[src/hdl/eswh_pkg.sv]
// shared types and constants for the energy and space weighted histogram
package eswh_pkg;

    localparam int IDX_W = 8;
    localparam int OUT_IDX_W = 4;
    localparam int SUM_W = 48;
    localparam int WEIGHT_W = 32;
    localparam int RADDR_W = 16;
    localparam int CFG_INDEX_W = 3;
    localparam int CFG_DATA_W = 32;
    localparam int LE_W = 24;
    localparam int BW_W = 23;
    localparam int POS_W = 32;
    localparam int SP_W = 31;

    typedef enum logic [CFG_INDEX_W-1:0] {
        CFG_LOG_ENERGY_MIN = 3'd0,
        CFG_LOG_BIN_WIDTH  = 3'd1,
        CFG_ORIGIN_X       = 3'd2,
        CFG_ORIGIN_Y       = 3'd3,
        CFG_ORIGIN_Z       = 3'd4,
        CFG_SPACING_X      = 3'd5,
        CFG_SPACING_Y      = 3'd6,
        CFG_SPACING_Z      = 3'd7
    } cfg_idx_t;

    typedef enum logic [1:0] {
        F_IDLE,
        F_DIV,
        F_HOLD
    } front_state_t;

    typedef enum logic [1:0] {
        B_CLEAR,
        B_IDLE,
        B_RD
    } back_state_t;

    typedef struct packed {
        logic                is_read;
        logic                ok;
        logic [IDX_W-1:0]    ebin;
        logic [IDX_W-1:0]    cx;
        logic [IDX_W-1:0]    cy;
        logic [IDX_W-1:0]    cz;
        logic [WEIGHT_W-1:0] weight;
        logic [RADDR_W-1:0]  raddr;
    } op_t;

    typedef struct packed {
        logic                 accepted;
        logic [OUT_IDX_W-1:0] energy_bin;
        logic [OUT_IDX_W-1:0] cell_x;
        logic [OUT_IDX_W-1:0] cell_y;
        logic [OUT_IDX_W-1:0] cell_z;
        logic [SUM_W-1:0]     read_value;
    } res_t;

endpackage

[src/hdl/eswh_div.sv]
// restoring divider lane, one quotient bit per step, with range check
module eswh_div #(
    parameter int NW = 32,
    parameter int DW = 31,
    parameter int N  = 16,
    parameter int QB = 4
) (
    input  logic          clk,
    input  logic          start,
    input  logic          step,
    input  logic [NW-1:0] num,
    input  logic [DW-1:0] den,
    output logic [QB-1:0] q,
    output logic          ok
);

    localparam int RW = ((NW > DW + QB) ? NW : DW + QB);
    localparam int PW = RW + 1;

    logic [RW-1:0] rem_reg, rem_next;
    logic [RW-1:0] dsh_reg, dsh_next;
    logic [QB-1:0] q_reg, q_next;
    logic          ok_reg, ok_next;
    logic          ge;

    assign ge = (rem_reg >= dsh_reg);

    always_comb
    begin
        rem_next = rem_reg;
        dsh_next = dsh_reg;
        q_next   = q_reg;
        ok_next  = ok_reg;
        if (start)
        begin
            rem_next = RW'(num);
            dsh_next = RW'(den) << (QB - 1);
            q_next   = '0;
            ok_next  = (PW'(num) < (PW'(den) * PW'(N)));
        end
        else if (step)
        begin
            if (ge)
            begin
                rem_next = rem_reg - dsh_reg;
            end
            dsh_next = dsh_reg >> 1;
            q_next   = QB'({q_reg, ge});
        end
    end

    always_ff @(posedge clk)
    begin
        rem_reg <= rem_next;
        dsh_reg <= dsh_next;
        q_reg   <= q_next;
        ok_reg  <= ok_next;
    end

    assign q  = q_reg;
    assign ok = ok_reg;

endmodule

[src/hdl/eswh_front.sv]
// front end: takes items, finds energy bin and cells, hands ops to the queue
module eswh_front #(
    parameter int ENERGY_BINS = 16,
    parameter int GRID_X      = 16,
    parameter int GRID_Y      = 16,
    parameter int GRID_Z      = 16,
    parameter int QB          = 4
) (
    input  logic                                 clk,
    input  logic                                 rst_n,
    input  logic                                 start,
    input  logic                                 cmd,
    input  logic signed [eswh_pkg::LE_W-1:0]     log_energy,
    input  logic signed [eswh_pkg::POS_W-1:0]    pos_x,
    input  logic signed [eswh_pkg::POS_W-1:0]    pos_y,
    input  logic signed [eswh_pkg::POS_W-1:0]    pos_z,
    input  logic [eswh_pkg::WEIGHT_W-1:0]        weight,
    input  logic [eswh_pkg::RADDR_W-1:0]         read_address,
    input  logic signed [eswh_pkg::LE_W-1:0]     log_energy_min,
    input  logic [eswh_pkg::BW_W-1:0]            log_bin_width,
    input  logic signed [eswh_pkg::POS_W-1:0]    origin_x,
    input  logic signed [eswh_pkg::POS_W-1:0]    origin_y,
    input  logic signed [eswh_pkg::POS_W-1:0]    origin_z,
    input  logic [eswh_pkg::SP_W-1:0]            spacing_x,
    input  logic [eswh_pkg::SP_W-1:0]            spacing_y,
    input  logic [eswh_pkg::SP_W-1:0]            spacing_z,
    output logic                                 busy,
    output logic                                 op_valid,
    input  logic                                 q_full,
    output eswh_pkg::op_t                        op
);

    localparam int CW = $clog2(QB + 1);
    localparam int EW = eswh_pkg::LE_W + 3;
    localparam int DW33 = eswh_pkg::POS_W + 1;

    eswh_pkg::front_state_t state_reg, state_next;
    logic [CW-1:0]                   cnt_reg, cnt_next;
    logic                            cmd_reg;
    logic [eswh_pkg::WEIGHT_W-1:0]   w_reg;
    logic [eswh_pkg::RADDR_W-1:0]    ra_reg;
    logic [3:0]                      neg_reg;
    logic                            div_step;

    logic [eswh_pkg::BW_W-1:0]       wid_eff;
    logic [eswh_pkg::SP_W-1:0]       spx_eff, spy_eff, spz_eff;
    logic signed [EW-1:0]            num_e;
    logic signed [DW33-1:0]          dx, dy, dz;
    logic [QB-1:0]                   qe, qx, qy, qz;
    logic                            oke, okx, oky, okz;

    assign wid_eff = (log_bin_width == '0) ? eswh_pkg::BW_W'(1) : log_bin_width;
    assign spx_eff = (spacing_x == '0) ? eswh_pkg::SP_W'(1) : spacing_x;
    assign spy_eff = (spacing_y == '0) ? eswh_pkg::SP_W'(1) : spacing_y;
    assign spz_eff = (spacing_z == '0) ? eswh_pkg::SP_W'(1) : spacing_z;

    assign num_e = ((EW'(log_energy) - EW'(log_energy_min)) <<< 1)
                   + $signed(EW'(wid_eff));
    assign dx = DW33'(pos_x) - DW33'(origin_x);
    assign dy = DW33'(pos_y) - DW33'(origin_y);
    assign dz = DW33'(pos_z) - DW33'(origin_z);

    eswh_div #(.NW(EW - 1), .DW(eswh_pkg::BW_W + 1), .N(ENERGY_BINS), .QB(QB)) u_div_e (
        .clk   (clk),
        .start (start),
        .step  (div_step),
        .num   (num_e[EW-2:0]),
        .den   ({wid_eff, 1'b0}),
        .q     (qe),
        .ok    (oke)
    );

    eswh_div #(.NW(eswh_pkg::POS_W), .DW(eswh_pkg::SP_W), .N(GRID_X), .QB(QB)) u_div_x (
        .clk   (clk),
        .start (start),
        .step  (div_step),
        .num   (dx[eswh_pkg::POS_W-1:0]),
        .den   (spx_eff),
        .q     (qx),
        .ok    (okx)
    );

    eswh_div #(.NW(eswh_pkg::POS_W), .DW(eswh_pkg::SP_W), .N(GRID_Y), .QB(QB)) u_div_y (
        .clk   (clk),
        .start (start),
        .step  (div_step),
        .num   (dy[eswh_pkg::POS_W-1:0]),
        .den   (spy_eff),
        .q     (qy),
        .ok    (oky)
    );

    eswh_div #(.NW(eswh_pkg::POS_W), .DW(eswh_pkg::SP_W), .N(GRID_Z), .QB(QB)) u_div_z (
        .clk   (clk),
        .start (start),
        .step  (div_step),
        .num   (dz[eswh_pkg::POS_W-1:0]),
        .den   (spz_eff),
        .q     (qz),
        .ok    (okz)
    );

    always_comb
    begin
        state_next = state_reg;
        case (state_reg)
            eswh_pkg::F_IDLE:
            begin
                if (start)
                begin
                    state_next = eswh_pkg::F_DIV;
                end
            end
            eswh_pkg::F_DIV:
            begin
                if (cnt_reg == CW'(1))
                begin
                    state_next = eswh_pkg::F_HOLD;
                end
            end
            eswh_pkg::F_HOLD:
            begin
                if (!q_full)
                begin
                    state_next = eswh_pkg::F_IDLE;
                end
            end
            default:
            begin
                state_next = eswh_pkg::F_IDLE;
            end
        endcase
    end

    always_comb
    begin
        div_step = (state_reg == eswh_pkg::F_DIV);
        op_valid = (state_reg == eswh_pkg::F_HOLD);
        busy     = (state_reg != eswh_pkg::F_IDLE);
        cnt_next = cnt_reg;
        if (start)
        begin
            cnt_next = CW'(QB);
        end
        else if (div_step)
        begin
            cnt_next = cnt_reg - CW'(1);
        end
    end

    always_ff @(posedge clk or negedge rst_n)
    begin
        if (!rst_n)
        begin
            state_reg <= eswh_pkg::F_IDLE;
            cnt_reg   <= '0;
        end
        else
        begin
            state_reg <= state_next;
            cnt_reg   <= cnt_next;
        end
    end

    always_ff @(posedge clk)
    begin
        if (start)
        begin
            cmd_reg <= cmd;
            w_reg   <= weight;
            ra_reg  <= read_address;
            neg_reg <= {num_e[EW-1], dx[DW33-1], dy[DW33-1], dz[DW33-1]};
        end
    end

    always_comb
    begin
        op.is_read = cmd_reg;
        op.ok      = !cmd_reg && (neg_reg == 4'b0000) && oke && okx && oky && okz;
        op.ebin    = eswh_pkg::IDX_W'(qe);
        op.cx      = eswh_pkg::IDX_W'(qx);
        op.cy      = eswh_pkg::IDX_W'(qy);
        op.cz      = eswh_pkg::IDX_W'(qz);
        op.weight  = w_reg;
        op.raddr   = ra_reg;
    end

endmodule

[config.mk]
export PLATFORM = sky130hd
export DESIGN_NAME = eswh_front
export DESIGN_NICKNAME = d
export VERILOG_FILES = /design/src/hdl/eswh_pkg.sv /design/src/hdl/eswh_div.sv /design/src/hdl/eswh_front.sv
export SDC_FILE = /design/constraint.sdc
export NUM_CORES = 1
export LEC_CHECK = 0
export BUFFER_PORTS_ARGS = -buffer_cell sky130_fd_sc_hd__buf_2
export CAP_MARGIN = 30
export CORE_MARGIN = 4
export CORE_UTILIZATION = 46
export DETAILED_ROUTE_END_ITERATION = 7
export PLACE_DENSITY_LB_ADDON = 0.15
export SETUP_SLACK_MARGIN = 0.3
export SLEW_MARGIN = 20
export SYNTH_ARGS = -nofsm -noshare
export SYNTH_HDL_FRONTEND = slang
export SYNTH_SLANG_ARGS = --single-unit
[constraint.sdc]
create_clock -name clk -period 6.3 [get_ports clk]
set_clock_uncertainty 0.1 [all_clocks]
set_input_delay 0.315 -clock clk [delete_from_list [all_inputs] [get_ports clk]]
set_output_delay 0.315 -clock clk [all_outputs]
set_load 0.05 [all_outputs]
## Word-level counts from Yosys, hierarchy flattened

Cells that the tools add are included.

- Flip-flop bits (word level): 340
- Input port bits: 409
- Output and inout port bits: 84

- Multiplexer cells: 30
- Magnitude comparators: 8
- Eq/ne operators: 6
- Reduce and logical (&&, ||, !) cells: 27
- Add/subtract/negate cells: 10

Operator list:

| cell | count |
|---|---|
| 32-bit two-way mux | 9 |
| 34-bit two-way mux | 6 |
| 35-bit by 34-bit greater-or-equal comparator with 1-bit output | 3 |
| 32-bit by 35-bit less-than comparator with 1-bit output | 3 |
| 35-bit by 34-bit subtractor with 35-bit output | 3 |
| 32-bit by 32-bit subtractor with 33-bit output | 3 |
| 31-bit logical NOT | 3 |
| 31-bit two-way mux | 3 |
| 26-bit two-way mux | 3 |
| 27-bit two-way mux | 2 |
| 28-bit by 27-bit greater-or-equal comparator with 1-bit output | 1 |
| 26-bit by 28-bit less-than comparator with 1-bit output | 1 |
| 28-bit by 27-bit subtractor with 28-bit output | 1 |
| 26-bit by 24-bit adder with 27-bit output | 1 |
| 24-bit by 24-bit subtractor with 25-bit output | 1 |
| 23-bit logical NOT | 1 |
| 23-bit two-way mux | 1 |
| 2-bit AND reduction | 8 |
| 2-bit nonzero test | 6 |
| 2-bit two-way mux | 3 |
| 3-bit two-way mux | 2 |
| 2-bit one-hot mux with 3 select lines | 1 |
| 1-bit logical AND | 5 |
| 4-bit logical NOT | 1 |
| 9 further kinds | 10 |

## Depth between registers and ports, before layout

- Word-level depth: 6
- Mapped depth: 28
- Mapped depth without buffers: 28

## Hierarchy

From an unflattened synthesis, not the netlist that was laid out.

- Cell total of the unflattened synthesis: 3839
- Area total of the unflattened synthesis: 32094.5 µm²

By module, submodules not included:

| module | cells each | instances | area an instance (µm²) | sequential area each (µm²) |
|---|---|---|---|---|
| eswh_div (u_div_y ...) | 654 | 2 | 5696.7 | 2122.0 |
| eswh_front | 1327 | 1 | 10102.2 | 1716.6 |
| eswh_div (u_div_x) | 676 | 1 | 6030.8 | 2122.0 |
| eswh_div (u_div_e) | 528 | 1 | 4568.1 | 1711.6 |

## Worst setup path after synthesis

No wires, ideal clock.

- Path type: input -> register
- Start: in log_energy_min[4] in the netlist's numbering
- End: reg u_div_e.ok_reg (netlist: u_div_e.ok), data pin
- Data arrival time: 4444 ps
- Setup time: 272 ps
- Slack: 1484 ps
- Cell stages on the path: 23
- Required time: 5928 ps
- Path through: inv_1 > ha_1 > a21o_1 > or3_1 > o21bai_1 > o22ai_1 > o311a_1 > o311ai_0 > a21oi_1 > o21a_1 > nor2_1 > xnor2_1 > ha_1 > or4_1 > o21bai_1 > nor3_1 > xnor2_1 > ha_1 > nor2_1 > nor3_1 > nand4_1 > a21oi_1 > a22oi_1

- Word-level cells in the longest chain between the ends: 3

Ends and longest elaborated chain:

| item | RTL line | RTL |
|---|---|---|
| start: declaration | eswh_front.sv:19 | `input logic signed [eswh_pkg::LE_W-1:0] log_energy_min,` |
| 24-bit by 24-bit subtractor with 25-bit output | eswh_front.sv:57 | `assign num_e = ((EW'(log_energy) - EW'(log_energy_min)) <<< 1)` |
| 26-bit by 24-bit adder with 27-bit output | eswh_front.sv:58 | `+ $signed(EW'(wid_eff));` |
| 26-bit by 28-bit less-than comparator with 1-bit output | eswh_div.sv:39 | `ok_next = (PW'(num) < (PW'(den) * PW'(N)));` |
| end signal: assignment | eswh_div.sv:57 | `ok_reg <= ok_next;` |
| end: declaration | eswh_div.sv:23 | `logic ok_reg, ok_next;` |

Every way passes these cells.
A chain may end at the register's enable or synchronous reset.

## Final worst setup path

- Start: in log_energy[0] in the netlist's numbering
- End: reg u_div_e.ok_reg (netlist: u_div_e.ok), data pin

- Word-level cells in the longest chain between the ends: 3

Ends and longest elaborated chain:

| item | RTL line | RTL |
|---|---|---|
| start: declaration | eswh_front.sv:13 | `input logic signed [eswh_pkg::LE_W-1:0] log_energy,` |
| 24-bit by 24-bit subtractor with 25-bit output | eswh_front.sv:57 |  |
| 26-bit by 24-bit adder with 27-bit output | eswh_front.sv:58 |  |
| 26-bit by 28-bit less-than comparator with 1-bit output | eswh_div.sv:39 |  |

Every way passes these cells.

==> run metrics <==
status=finished clean; Initial Utilization=between 40% and 50%; DP Cell Count=4723; final hold violations=0; maximum vdd drop=0.213 mV; TritonCTS clock tree=done; postcts setup bufs=0; total CTS buffers=43; area of the multi-input gates=between 15000 and 20000 µm²; H-tree levels=2; clk buf depth=3; ranking of synthesized cells by area=edfxtp_1 (29%), ha_1 (15%), inv_1 (5.3%); Yosys reg bits=between 300 and 400; Final ANT Viol Nets=0; PortBufs=between 400 and 500; Final setup viols=0; CORE AREA=roughly 65000 µm²; Routed WL=approximately 84000 µm; Yosys top cell area share=between 20% and 30%; largest net degree at the start of global routing=202; layout cell share with drive strength beyond 1=about 15%; fin. max-slew vios=0; grt ovf=0; Max Cap Violations=0; detailed router's first-iteration violation count=1705; Die Area=69800 µm²; post-synthesis sequential area ratio=32.4%; asr flop ratio synth=1.47%; Syn Std Cell Area=30200 µm²; Worst slew margin=30.0%; RSZ-0062 raised after global routing=no; Via density=5.43; slowest stage delay, CP=0.64 ns; critical path's slowest cell=a2111oi_0; dominant cell type by area after synthesis=edfxtp_1; number of synthesized flops with an enable pin=295; pre-CTS setup slack=0.903 ns; Setup TNS Final=0 ns; period utilization=between 70% and 80%; Clock Pin Slew Worst Setup and Hold Paths=0.06 ns; worst path required time=6.63 ns; Layout Area Growth over Synthesis=20.0%; first-pass GRT wire length=133000 µm; post-CTS sizing=0; Die Height=~260 µm; Setup crit end kind=flip-flop; Worst-Margin Slew=between 1 and 1.5 ns; Pwr per Cell Area=450 nW/µm²; Synth Instances=3501; clock latency on the worst-skew pair=0.58 ns; FMAX=206 MHz; Yosys warning total=0; critical setup path kind=in -> reg; CP Data Arrival Time=between 5 and 6 ns; register area=9780 µm²; Site Rows=93; CTS sink count=340; GPL Wtd Cong=0.896; Final #Nets=4861; dpl hpwl=62900 µm; Root Buffer=clkbuf_16; Layout Cells excl Fill=4958; Hold/Removal Path Class=in -> reg; WHS=0.0314 ns; Die W=264 µm; ys flop type=edfxtp_1; Via Count=26900; io pins=~490; crit path time final=around 4.8 ns; Startpoint Class=input port; Fill cells=6110; Max FO, Critical Path=4; vias in the first global route=approximately 26000; global-route usage over all layers=22.8%; Initial DRT Pass Iterations=6; Lkg Pwr=17.0 nW; DRC Markers=0; count of cell types in the netlist=83; Mapped Avg Cell Area=8.63 µm²; WL/cell=17.0 µm; diodes inserted=0; setup slack after layout=1.45 ns; initial antenna violation count=1
==> what timing repair did <==
action                     CTS  global route
hold buffers               156             0
setup endpoints to repair    0             0
hold endpoints to repair   159             0
==> worst max-delay path, delay by kind of cell <==
family                     cells  cell delay (ns)
AOI/OAI and AO/OA             14             2.99
buffers and inverters          3             0.15
adders and majority gates      4             1.27
xor gates and xnor gates       1             0.15
and+or+nand+nor                4             0.28
==> Yosys cell counts (46+ instances only) <==
master / instances
clkbuf_1: 108
o21ai_0: 210
ha_1: 374
a21o_1: 147
nor2b_1: 53
nor2_1: 186
edfxtp_1: 295
nand3_1: 53
inv_1: 427
nand2b_1: 57
a21oi_1: 305
o31ai_1: 129
xor2_1: 76
xnor2_1: 152
nand4_1: 46
nand2_1: 346
==> final cells by class <==
| type | count | share of cell area [%] |
|---|---|---|
| Multi-Input combinational cell | 2616 | 50.6 |
| Sequential cell | 340 | 27.0 |
| Timing Repair Buffer | 641 | 11.2 |
| Inverter | 427 | 4.43 |
| Clock buffer | 49 | 3.03 |
| Tap cell | 855 | 2.95 |
| Clock inverter | 30 | 0.753 |
==> cell families (layout without fill, tap and decap cells) <==
kind of cell               count (synthesis)  after routing  share of synthesized area [%]
muxes                                     29             29                           1.03
other                                      1             16                         0.0124
buffers and inverters                    560           1147                           7.18
xor gates and xnor gates                 228            228                           6.61
DFF                                      340            340                           32.4
adders and majority gates                383            383                           16.1
and+or+nand+nor                          899            899                           14.0
AOI/OAI and AO/OA                       1061           1061                           22.7
==> stage by stage <==
step	area (µm²)	total power, mW	utilization [%]
2_1_floorplan	30300	11.6	-
5_1_grt	36200	17.8	56.0
3_3_place_gp	33300	13.6	51.4
6_report	36200	16.3	56.0
4_1_cts	36200	16.3	56.0
3_5_place_dp	33300	13.7	51.5
==> metal layers <==
metal | track usage [%] | vias to the layer above | part of all wire [%]
met3 | 3.19 | 125 | 5.1
li1 | - | 13700 | -
met2 | 38.4 | 675 | 46
met5 | 0 | - | 0
met4 | 5.73 | 0 | 2.3
met1 | 31.1 | 12500 | 46
==> worst paths after layout <==
| kind | from | slack, ns | to | cells past startpoint |
|---|---|---|---|---|
| max | log_energy[0] | 1.45 | u_div_e.ok$_DFFE_PP_ | 26 |
| max reg2reg | u_div_y.dsh_reg[1]$_SDFFE_PP0P_ | 1.92 | u_div_y.rem_reg[11]$_DFFE_PP_ | 12 |
| min | log_bin_width[12] | 0.03 | u_div_e.dsh_reg[16]$_DFFE_PP_ | 3 |
| min reg2reg | u_div_e.q[3]$_SDFFE_PP0P_ | 0.35 | u_div_e.q[3]$_SDFFE_PP0P_ | 2 |
| min in group asynchronous | rst_n | 0.62 | cnt_reg[2]$_DFFE_PN0P_ | 3 |
| max in group asynchronous | rst_n | 5.28 | cnt_reg[0]$_DFFE_PN0P_ | 3 |
==> where the power goes <==
part           total [mW]  internal (mW)  leakage (nW)  switching [mW]
registers            3.99           3.70          3.44           0.285
logic                9.88           4.07          12.9            5.81
clock network        2.42           1.36         0.659            1.06
total                16.3           9.14          17.0            7.15
==> cells in the final DEF (no fill, tap or decap), drive strengths merged, types with 13 or more instances in the layout <==
master / instances
inv: 432
xor2: 76
o21bai: 43
and3: 19
ha: 374
or3: 14
nand2b: 57
dlygate4sd3: 156
xnor2: 152
mux2: 16
edfxtp: 295
a21oi: 306
a21o: 147
a211oi: 26
conb: 16
nand4: 46
o21a: 45
clkbuf: 49
a31oi: 21
buf: 485
nor3: 45
nor2b: 53
nor2: 186
o211ai: 17
nor4: 31
mux2i: 13
o21ai: 221
o31ai: 131
and2: 13
nand2: 346
dfxtp: 40
clkinv: 17
nand3: 53
(Power assumes the default switching activity.)
