[src/hdl/eswh_queue.sv]
// two entry queue between front and back
module eswh_queue #(
    parameter int W = 8
) (
    input  logic         clk,
    input  logic         rst_n,
    input  logic         wr,
    input  logic [W-1:0] wdata,
    output logic         full,
    input  logic         rd,
    output logic         valid,
    output logic [W-1:0] rdata
);

    logic [W-1:0] ent_reg [2];
    logic         wp_reg, rp_reg;
    logic [1:0]   cnt_reg;
    logic         do_wr, do_rd;

    assign full  = (cnt_reg == 2'd2);
    assign valid = (cnt_reg != 2'd0);
    assign rdata = ent_reg[rp_reg];
    assign do_wr = wr && !full;
    assign do_rd = rd && valid;

    always_ff @(posedge clk or negedge rst_n)
    begin
        if (!rst_n)
        begin
            wp_reg  <= 1'b0;
            rp_reg  <= 1'b0;
            cnt_reg <= 2'd0;
        end
        else
        begin
            if (do_wr)
            begin
                wp_reg <= !wp_reg;
            end
            if (do_rd)
            begin
                rp_reg <= !rp_reg;
            end
            if (do_wr && !do_rd)
            begin
                cnt_reg <= cnt_reg + 2'd1;
            end
            else if (do_rd && !do_wr)
            begin
                cnt_reg <= cnt_reg - 2'd1;
            end
        end
    end

    always_ff @(posedge clk)
    begin
        if (do_wr)
        begin
            ent_reg[wp_reg] <= wdata;
        end
    end

endmodule

[config.mk]
export PLATFORM = sky130hd
export DESIGN_NAME = eswh_queue
export DESIGN_NICKNAME = d
export VERILOG_FILES = /design/src/hdl/eswh_queue.sv
export SDC_FILE = /design/constraint.sdc
export NUM_CORES = 1
export LEC_CHECK = 0
export BUFFER_PORTS_ARGS = -buffer_cell sky130_fd_sc_hd__clkbuf_2
export CAP_MARGIN = 15
export CORE_MARGIN = 2
export CORE_UTILIZATION = 52
export CTS_BUF_LIST = sky130_fd_sc_hd__clkbuf_8 sky130_fd_sc_hd__clkbuf_16
export DETAILED_ROUTE_END_ITERATION = 6
export GPL_ROUTABILITY_DRIVEN = 0
export PLACE_DENSITY_LB_ADDON = 0.08
export SLEW_MARGIN = 10
export SYNTH_ARGS = -nofsm -noshare
export SYNTH_HDL_FRONTEND = slang
export SYNTH_SLANG_ARGS = --single-unit
export TNS_END_PERCENT = 10
[constraint.sdc]
create_clock -name clk -period 2.6 [get_ports clk]
set_input_delay 0.13 -clock clk [delete_from_list [all_inputs] [get_ports clk]]
set_output_delay 0.13 -clock clk [all_outputs]
set_load 0.05 [all_outputs]
After elaboration in Yosys (flattened, before gate mapping)
Memory sizes are Yosys's and may differ from the RTL's.
Cells that the tools add are included.
W data, S select, Z words.
{"block": "op_classes", "n_mux": 4, "n_addsub": 2, "n_eq_ne": 1, "n_reduce_logical": 11}
{"op": "$logic_not A1 Y1", "count": 5}
{"op": "$logic_and A1 B1 Y1", "count": 4}
{"op": "$mux W2", "count": 2}
{"op": "$reduce_bool A2 Y1", "count": 2}
{"op": "$add A2 B1 Y2 const B", "count": 1}
{"op": "$eq A2 B2 Y1 const B", "count": 1}
{"op": "$mux W1", "count": 2}
{"op": "$sub A2 B1 Y2 const B", "count": 1}
{"block": "word_totals", "output_inout_bits": 10, "regBits": 4, "input_bits": 12, "elab_cells": 22, "ramBits": 16, "mem_count": 1}
{"memory": "ent_reg", "depth": 2, "word_bits": 8, "rd": 1, "rd_ports_with_merged_regs": 0, "wr": 1, "line_no": "15", "text": "logic [W-1:0] ent_reg [2];"}

Longest topological paths before layout
Gate-level depths: netlist (run 1).
{"block": "logic_depth", "ltp_word": 7, "mapped_depth": 7, "ltp_nobuf": 7}

Least setup slack after synthesis (run 1)
Ideal clock, no wire load.
{"block": "synth_timing", "kind": "register to register", "start": "register cnt_reg[0]", "end": "register cnt_reg[1]", "required_ps": 2475, "setup_slack_ps": 1177, "setup_time_ps": 125, "period_less_slack_ps": 1423, "arrival_ps": 1298, "stages_incl_launch_ff": 7, "path_cell_list": "dfrtp_1 > or2_4 > nand2_4 > ha_1 > xor2_1 > nor2_1 > xor2_1"}
{"block": "synth_via", "elab_cells_between_ends": 14, "cone_classes": "2 x add/sub; 1 x eq/ne; 2 x mux; 9 x reduce/logical"}
{"item": "from (decl)", "line_no": "17", "text": "logic [1:0] cnt_reg;"}
{"item": "from (signal assigned)", "line_no": "46", "text": "cnt_reg <= cnt_reg + 2'd1;"}
{"item": "from (signal assigned)", "line_no": "50", "text": "cnt_reg <= cnt_reg - 2'd1;"}
{"item": "$reduce_bool A2 Y1 (*)", "line_no": "21", "text": "assign valid = (cnt_reg != 2'd0);"}
{"item": "net valid", "line_no": "11", "text": "output logic valid,"}
{"item": "$logic_and A1 B1 Y1 (*)", "line_no": "24", "text": "assign do_rd = rd && valid;"}
{"item": "$logic_not A1 Y1", "line_no": "44", "text": "if (do_wr && !do_rd)"}
{"item": "$logic_and A1 B1 Y1", "line_no": "44"}
{"item": "$mux W2 or $reduce_bool A2 Y1 (tied branches)"}
Mark *: on every way through the listed nets, which the timed path passes. The rest lies on a longest branch. The select of a mux whose other input is x is not followed.
A chain may end at the register's enable or synchronous reset.

Worst setup path in the final report (run 1)
{"block": "layout_timing", "start": "register rp_reg", "end": "output port rdata[5]"}
{"block": "layout_via", "elab_chain_cells": 1}
{"item": "from (decl)", "line_no": "16", "text": "logic wp_reg, rp_reg;"}
{"item": "from (signal assigned)", "line_no": "42", "text": "rp_reg <= !rp_reg;"}
{"item": "$mem_v2 Z2 W8"}
{"item": "to (decl)", "line_no": "12", "text": "output logic [W-1:0] rdata"}
Every way passes these cells.

==> run summary, run 1 <==
R2R depth = 3
first-pass GRT wire length = 1.800 mm
logic gate share of total power = 43.8%
Crit Path Category = reg -> out
Final Net Count = 83
Max FO, Critical Path = 9
startpoint types = flip-flop
DRC viols = 0
total global routing overflow = 0
share of layout cells above drive strength 1 = 37.68%
Sequential Area = 580.6 um2
Netlist Area Pre-Place = 783.3 um2
WL per Instance = 12.81 um
Final Hold Violating Endpoints = 0
Slew Viols, Final = 0
Worst Setup End Kind = primary output
Antenna Nets Post-Route = 0
Mapped Cells = 44
Via density = 4.882
sw frac = 42.75%
# Max-Cap Violations = 0
final core utilization = 65.92%
Chip Height = 42.81 um
clk_lat worst skew = 250 ps
TritonRoute pass-1 iters = 2
total number of vias = 415
maximum clock insertion buffer count = 2
initial antenna violation count = 0
clk_skew = 5.080 ps
total negative slack = 0 ps
dpl hpwl = 809 um
Cell Pwr Density = 1306 mW/mm2
placed cell areas = 903.4 um2
vias in the first global route = 434
synthesized net count = 57
Worst-path clk slew = 70 ps
maximum vdd drop = 0.7616 mV
CP required = 2470 ps
R2R Setup Slk = 1090 ps
chip width = 42.81 um
num rows = 14
WHS Path Cells = 1
Worst Hold Class = in -> reg
multi-input combinational cell area = 190.2 um2
die area = 0.001833 mm2
r2r endpoint = ent_reg[0][3]
area delta synth->final = 22.36%
Reg power frac = 40.7%
internal power = 0.7165 mW
total CTS buffers = 3
Ant. Diodes = 0
synth warn = 0
Fillers = 113
HP Start = wdata[7]
Starting Density = 53.87%
Yosys reg bits = 20
drt total wl = 1.089 mm
ratio of final minimum period to clock period = 60.01%
Clock Sinks = 20
smallest hold slack = 64.85 ps
Synth top area share = 61.34%
Root Buffer Master = clkbuf_8
Sw Pwr = 0.5349 mW
max FFs per register = 16
core area = 0.001454 mm2
worst reg2reg startpoint = cnt_reg[0]
status = complete, no violations
GRT Util Overall = 13.64%
Ports = 22
post-CTS sizing = 0
CTS tree = yes
PortBufs = 21
RSZ-0062 raised after global routing = false
largest net degree at the start of global routing = 12
Netlist cell types = 14
syn avg cell area = 17.80 um2
CTS H-tree depth = 1
worst-margin pin slew = 618.0 ps
Synth area leaders = edfxtp_1 (61%), dfrtp_1 (13%), mux2_1 (12%)
Leak = 0.4089 nW
Slew headroom = 58.65%
CP arrival = 1430 ps
Hold Path Sink = ent_reg[1][7]
area leader, netlist = edfxtp_1
final setup violation count = 0
Max Fclk = 640.9 MHz
fraction of the yosys area taken by sequential cells = 74.12%
most frequent cells in the layout = clkbuf_2 (21), edfxtp_1 (16), mux2_1 (8)
Tmin final = 1560 ps
Finished Cell Area = 958.4 um2
most common cell after layout, fill and taps aside = clkbuf_2
DRC marker count from the first detailed-route iteration = 1
Clk pwr share = 15.5%
layer usage:
metal | vias up | global-route usage, % | routed length [um]
met4 | 0 | 5.625 | 0
li1 | 209 | - | -
met5 | - | 0 | 0
met2 | 11 | 23.03 | 553
met3 | 0 | 2.553 | 50
met1 | 195 | 17.10 | 484
synth_stat cells:
cell,instances
mux2_1,8
edfxtp_1,16
dfrtp_1,4
xor2_1,2
nand2_4,1
inv_1,2
xnor2_1,3
nor2_1,2
nand2b_1,1
nand2_1,1
buf_2,1
and3_1,1
or2_4,1
ha_1,1
kinds of logic after synthesis:
logic type,synth area share (%)
fa+ha+maj,1.597
buf+inv,1.597
flops,74.12
xor+xnor,5.592
simple gates,5.592
mux,11.50
how the worst max path moves through the flow:
| stage | from | end | slack, ps |
|---|---|---|---|
| floorplan | cnt_reg[0] | cnt_reg[1] | 1180 |
| global placement | cnt_reg[0] | ent_reg[0][4] | 1130 |
| detailed placement | cnt_reg[0] | ent_reg[0][5] | 1060 |
| CTS | rp_reg | rdata[5] | 1000 |
| global route | cnt_reg[0] | ent_reg[0][1] | 950 |
| finish | rp_reg | rdata[5] | 1040 |
layout make-up:
class                   count  share of cell area, %
inverters                   2                 0.7833
clock buffers               3                  4.308
multi-input cells          21                  19.84
clock inverters             1                 0.3916
repair buffers             22                  12.01
well taps                  16                  2.089
flip-flops and latches     20                  60.57
repair_timing:
| item | in CTS | in global routing |
|---|---|---|
| setup buffers | 0 | 0 |
| hold buffers | 1 | 0 |
| hold endpoints to repair | 4 | 0 |
| endpoints found under the setup margin | 0 | 0 |
metrics by stage:
| step | worst slack [ps] | power (mW) | instances |
|---|---|---|---|
| global route | 954.0 | 1.316 | 85 |
| detailed placement | 1062 | 1.070 | 80 |
| floorplan | 1177 | 0.9580 | 44 |
| CTS | 1001 | 1.266 | 85 |
| finish | 1040 | 1.251 | 85 |
| global placement | 1128 | 1.064 | 80 |
power by group through the flow:
stage / registers (mW) / clock network, mW / logic [mW]
3_3_place_gp: 0.515 / 0 / 0.549
6_report: 0.509 / 0.194 / 0.548
5_1_grt: 0.521 / 0.214 / 0.581
4_1_cts: 0.512 / 0.199 / 0.555
3_5_place_dp: 0.519 / 0 / 0.551
2_1_floorplan: 0.482 / 0 / 0.476
critical path, stage by stage, from the launching register on:
cell	delay, ps
dfrtp_1	570
mux2_1	370
clkbuf_2	240
Power figures use the tool's default switching activity.
==> run 2, diff against run 1 <==
Settings changed: CORE_UTILIZATION 52 to 44.
Clock period 2.6 ns to 1.31 ns, I/O delays scaled along.
==> run 2 against run 1 <==
The flow now finishes with violations (negative setup slack); first-iteration DRC count increased to 7.0 times the previous value; via count increased by 16%; combinational power increased to 3.5 times the previous value; sequential share of layout area decreased by 16 points; clock-buffer cell count unchanged; critical path depth increased by 4; critical path type is now reg -> reg; critical endpoint is now cnt_reg[1].
==> run summary, run 2 (synthesis results as in run 1) <==
Final Net Count = 99 (was 83)
top sig layer = met3 (unchanged)
chip width = 46.19 um (was 42.81 um)
total CTS buffers = 3 (unchanged)
WL met2 = 798 um (was 553 um)
Cell Pwr Density = 2728 mW/mm2 (was 1306 mW/mm2)
M1 WL = 631 um (was 484 um)
drt total wl = 1.481 mm (was 1.089 mm)
status = finished, violations left (was complete, no violations)
Post-Layout Cell Count = 110 (was 85)
DRC viols = 0 (unchanged)
Antenna Nets Post-Route = 0 (unchanged)
total number of vias = 483 (was 415)
Leak = 0.5612 nW (was 0.4089 nW)
final setup violation count = 9 (was 0)
CTS H-tree depth = 1 (unchanged)
largest net degree at the start of global routing = 13 (was 12)
Ports = 22 (unchanged)
PortBufs = 21 (unchanged)
share of layout cells above drive strength 1 = 63.53% (was 37.68%)
violated checks = negative setup slack
Finished Cell Area = 0.001295 mm2 (was 958.4 um2)
Tmin final = 1359 ps
Inst Count DP = 94 (was 80)
worst-margin pin slew = 278.1 ps (was 618.0 ps)
WL per Instance = 13.46 um (was 12.81 um)
core area = 0.001708 mm2 (was 0.001454 mm2)
CP peak stage delay = 410 ps (was 570 ps)
smallest hold slack = 5.083 ps (was 64.85 ps)
dpl hpwl = 873.2 um (was 809 um)
die area = 0.002134 mm2 (was 0.001833 mm2)
vias in the first global route = 470 (was 434)
clk_skew = 1.255 ps (was 5.080 ps)
Starting Density = 45.86% (was 53.87%)
met3 WL post-DR = 52 um (was 50 um)
Critical Path, Cell by Cell = or2_4, nand2_4, ha_4, xor2_2, nor2_4, xor2_1 (was mux2_1, clkbuf_2)
# Max-Cap Violations = 0 (unchanged)
Crit Path Category = reg -> reg (was reg -> out)
startpoint types = flip-flop (unchanged)
Max Fclk = 736.0 MHz
Worst Setup End Kind = flip-flop (was primary output)
TritonRoute pass-1 iters = 2 (unchanged)
CP required = 1450 ps (was 2470 ps)
Via density = 4.391 (was 4.882)
most common cell after layout, fill and taps aside = edfxtp_1 (was clkbuf_2)
most frequent cells in the layout = edfxtp_1 (16), clkbuf_2 (12), buf_4 (9) (was clkbuf_2 (21), edfxtp_1 (16), mux2_1 (8))
placed cell areas = 952.2 um2 (was 903.4 um2)
RSZ-0062 raised after global routing = true (was false)
Max FO, Critical Path = 3 (was 9)
R2R Setup Slk = -50 ps (was 1090 ps)
Root Buffer Master = clkbuf_8 (unchanged)
Final Hold Violating Endpoints = 0 (unchanged)
Chip Height = 46.19 um (was 42.81 um)
ratio of final minimum period to clock period = 103.7%
Slowest-stage cell, CP = dfrtp_1 (unchanged)
GRT Util Overall = 14.46% (was 13.64%)
maximum clock insertion buffer count = 2 (unchanged)
area delta synth->final = 65.34% (was 22.36%)
pre-CTS setup slack = -22.47 ps (was 1062 ps)
Worst-path clk slew = 70 ps (about the same)
final setup margin = -48.77 ps (was 1040 ps)
maximum vdd drop = 1.720 mV (was 0.7616 mV)
max FFs per register = 16 (unchanged)
CP arrival = 1500 ps (was 1430 ps)
num rows = 15 (was 14)
Slew Viols, Final = 0 (unchanged)
initial antenna violation count = 0 (unchanged)
clk_lat worst skew = 250 ps (about the same)
Slew headroom = 81.54% (was 58.65%)
first-pass GRT wire length = 2.014 mm (was 1.800 mm)
Worst Hold Class = in -> reg (unchanged)
total global routing overflow = 0 (unchanged)
DRC marker count from the first detailed-route iteration = 7 (was 1)
Clock Sinks = 20 (unchanged)
CTS tree = yes (unchanged)
Ant. Diodes = 0 (unchanged)
## run 2: changes by cell type in the layout (fill, tap and decap cells not counted), moves of 5 or more
cell / delta
buf_4: +9
buf_8: +8
clkbuf_2: -9
dlygate4sd3_1: +5
mux2_1: -8
mux2_4: +8
## run 2: through the flow
step	setup TNS (ps)	power (mW)	utilization (%)
3_3_place_gp	-4.077	2.196	55.75
2_1_floorplan	-513.7	1.900	-
6_report	-219.6	3.532	75.82
4_1_cts	-348.4	3.241	69.96
3_5_place_dp	-22.47	2.215	55.75
5_1_grt	-555.6	3.695	75.82
## run 2: final timing paths
kind	from	to	cells past startpoint
worst min-delay path	wdata[7]	ent_reg[0][7]	1
min in group asynchronous	rst_n	wp_reg	2
worst min register to register	wp_reg	wp_reg	1
worst max-delay path	cnt_reg[0]	cnt_reg[1]	6
max in group asynchronous	rst_n	rp_reg	2
worst max register to register	cnt_reg[0]	cnt_reg[1]	6
## run 2: layer usage
layer	global-route usage, %	vias to the layer above
met5	0	-
li1	-	238
met1	17.14	234
met3	4.314	0
met2	24.72	11
met4	5.143	0
## run 2: cell type report
type,count,area [um2]
clock inverter,1,30.03
clock buffer,3,41.29
fill,95,412.9
sequential,20,581.8
timing repair buffer,38,341.6
multi-input combinational,21,261.5
inverter,2,7.507
tap,25,31.28
## run 2: power breakdown
group          switching [mW]  internal [mW]  leakage, nW
registers              0.0926          0.893        0.194
clock network           0.195          0.407       0.0357
logic                    1.00          0.944        0.331
total                    1.29           2.24        0.561
## run 2: critical path: cells and delay by family (launching register included)
kind	cells	cell delay (ps)
xor gates and xnor gates	2	300
adders and majority gates	1	140
DFF	1	410
and+or+nand+nor	3	400
## run 2: repair_timing
item / 4_1_cts / 5_1_grt
hold buffers: 4 / 2
gates cloned: 0 / 0
endpoints found under the hold margin: 10 / 4
pin swaps: 0 / 4
setup buffers: 3 / 3
resized for setup: 29 / 21
setup endpoints to repair: 9 / 26
==> run 3, diff against run 2 <==
Settings changed: BUFFER_PORTS_ARGS -buffer_cell sky130_fd_sc_hd__clkbuf_2 to -buffer_cell sky130_fd_sc_hd__buf_2, CORE_UTILIZATION 44 to 48.
Clock period 1.31 ns to 1.4 ns, I/O delays scaled along.
==> run 3 against run 2 <==
The flow still finishes with violations (negative setup slack); critical endpoint unchanged; critical path type unchanged; first-iteration DRC count fell by 43%; hold slack got worse by 1.2 ps; non-clock buffer count did not move; largest cell class unchanged.
==> run summary, run 3 (synthesis results as in run 1) <==
total global routing overflow = 0 (unchanged)
Sequential Area = 581.8 um2 (unchanged)
status = finished, violations left (unchanged)
worst-margin pin slew = 251.4 ps (was 278.1 ps)
CTS H-tree depth = 1 (unchanged)
largest net degree at the start of global routing = 13 (unchanged)
CTS tree = yes (unchanged)
Reg power frac = 34.2% (was 27.9%)
crit path from = cnt_reg[1] (was cnt_reg[0])
core area = 0.001524 mm2 (was 0.001708 mm2)
area delta synth->final = 46.01% (was 65.34%)
most frequent cells in the layout = buf_2 (21), edfxtp_1 (16), buf_4 (9) (was edfxtp_1 (16), clkbuf_2 (12), buf_4 (9))
Via density = 4.752 (was 4.391)
Worst Setup End Kind = flip-flop (unchanged)
clk_lat worst skew = 260 ps (was 250 ps)
final setup margin = -1.622 ps (was -48.77 ps)
Final Hold Violating Endpoints = 0 (unchanged)
chip width = 44.40 um (was 46.19 um)
logic gate share of total power = 45.5% (was 55.0%)
Worst-path clk slew = 70 ps (about the same)
Tmin final = 1402 ps (was 1359 ps)
CP arrival = 1550 ps (was 1500 ps)
violated checks = negative setup slack (unchanged)
CP required = 1540 ps (was 1450 ps)
most common cell after layout, fill and taps aside = buf_2 (was edfxtp_1)
Max Fclk = 713.5 MHz (was 736.0 MHz)
DRC viols = 0 (unchanged)
final setup violation count = 1 (was 9)
RSZ-0062 raised after global routing = true (unchanged)
Root Buffer Master = clkbuf_8 (unchanged)
die area = 0.001971 mm2 (was 0.002134 mm2)
maximum vdd drop = 1.441 mV (was 1.720 mV)
dpl hpwl = 794.4 um (was 873.2 um)
worst reg2reg startpoint = cnt_reg[1] (was cnt_reg[0])
# Max-Cap Violations = 0 (unchanged)
Max FO, Critical Path = 3 (unchanged)
first-pass GRT wire length = 1.752 mm (was 2.014 mm)
internal power = 1.701 mW (was 2.245 mW)
total CTS buffers = 3 (unchanged)
Leak = 0.4907 nW (was 0.5612 nW)
drt total wl = 1.350 mm (was 1.481 mm)
multi-input combinational cell area = 210.2 um2 (was 261.5 um2)
Worst Hold Class = in -> reg (unchanged)
WL per Instance = 13.37 um (was 13.46 um)
Final Net Count = 99 (unchanged)
Clk pwr share = 20.4% (was 17.1%)
HP Start = wdata[0] (was wdata[7])
Chip Height = 44.40 um (was 46.19 um)
Inst Count DP = 85 (was 94)
initial antenna violation count = 0 (unchanged)
TritonRoute pass-1 iters = 2 (unchanged)
DRC marker count from the first detailed-route iteration = 4 (was 7)
ratio of final minimum period to clock period = 100.1% (was 103.7%)
Sw Pwr = 1.067 mW (was 1.287 mW)
sw frac = 38.55% (was 36.45%)
Slew headroom = 83.36% (was 81.54%)
total number of vias = 480 (was 483)
Fillers = 98 (was 95)
vias in the first global route = 418 (was 470)
PortBufs = 21 (unchanged)
Clock Sinks = 20 (unchanged)
Post-Layout Cell Count = 101 (was 110)
Crit Path Category = reg -> reg (unchanged)
Starting Density = 51.40% (was 45.86%)
Ports = 22 (unchanged)
maximum clock insertion buffer count = 2 (unchanged)
startpoint types = flip-flop (unchanged)
R2R Setup Slk = -2 ps (was -50 ps)
GRT Util Overall = 13.75% (was 14.46%)
Cell Pwr Density = 2421 mW/mm2 (was 2728 mW/mm2)
max FFs per register = 16 (unchanged)
share of layout cells above drive strength 1 = 45.88% (was 63.53%)
Slew Viols, Final = 0 (unchanged)
Antenna Nets Post-Route = 0 (unchanged)
Ant. Diodes = 0 (unchanged)
Power Total = 2.768 mW (was 3.532 mW)
clk_skew = 2.536 ps (was 1.255 ps)
num rows = 14 (was 15)
## run 3: cell count changes in the layout (fill, tap and decap cells not counted), moves of 2 or more
| cell | delta |
|---|---|
| mux2_4 | -8 |
| nor2_1 | +2 |
| buf_8 | -8 |
| clkbuf_2 | -12 |
| buf_6 | -3 |
| buf_2 | +21 |
| dlygate4sd3_1 | +2 |
| mux2_1 | +8 |
## run 3: stage by stage
step	util, %	setup TNS, ps	hold WS, ps	instance area, um2	worst slack (ps)
6_report	75.04	-1.622	3.925	1144	-1.622
5_1_grt	75.04	-296.6	-1.010	1144	-118.4
4_1_cts	69.79	0	1.849	1064	12.96
3_5_place_dp	61.74	0	-115.2	940.9	54.36
3_3_place_gp	61.74	0	-115.7	940.9	16.27
2_1_floorplan	-	0	-225.6	783.3	10.90
## run 3: area by class of cell
class | count | area share (%)
clock buffers | 3 | 3.610
clock inverters | 1 | 2.626
inverters | 2 | 0.6565
multi-input cells | 21 | 18.38
flip-flops and latches | 20 | 50.88
well taps | 16 | 1.751
repair buffers | 38 | 22.10
## run 3: power by group through the flow
stage	clock network [mW]	logic, mW	registers (mW)
global placement	0	1.10	0.952
finish	0.564	1.26	0.946
global route	0.608	1.34	0.969
CTS	0.571	1.11	0.953
detailed placement	0	1.10	0.960
floorplan	0	0.882	0.895
## run 3: metal layers
metal	track usage, %	wire [um]
met4	9.091	41
met5	0	0
met1	14.01	521
met2	23.53	725
met3	4.898	61
## run 3: worst paths after layout
path / to / depth (start not counted)
setup / recovery: cnt_reg[1] / 8
hold / removal: ent_reg[0][0] / 1
setup reg to reg: cnt_reg[1] / 8
hold reg to reg: wp_reg / 1
max in group asynchronous: rp_reg / 2
min in group asynchronous: cnt_reg[1] / 2
## run 3: repair_timing
item	4_1_cts	5_1_grt
pin swaps	0	4
setup endpoints to repair	8	9
gates resized for setup	1	3
hold endpoints to repair	12	6
hold buffers	5	3
buffers inserted	0	4
## run 3: critical path, stage by stage (launching register included)
cell and delay, ps:
dfrtp_1 410, buf_4 150, nand2b_4 60, nand2_1 70
inv_1 110, ha_4 150, xor2_1 150, nor2_1 70
xor2_1 130
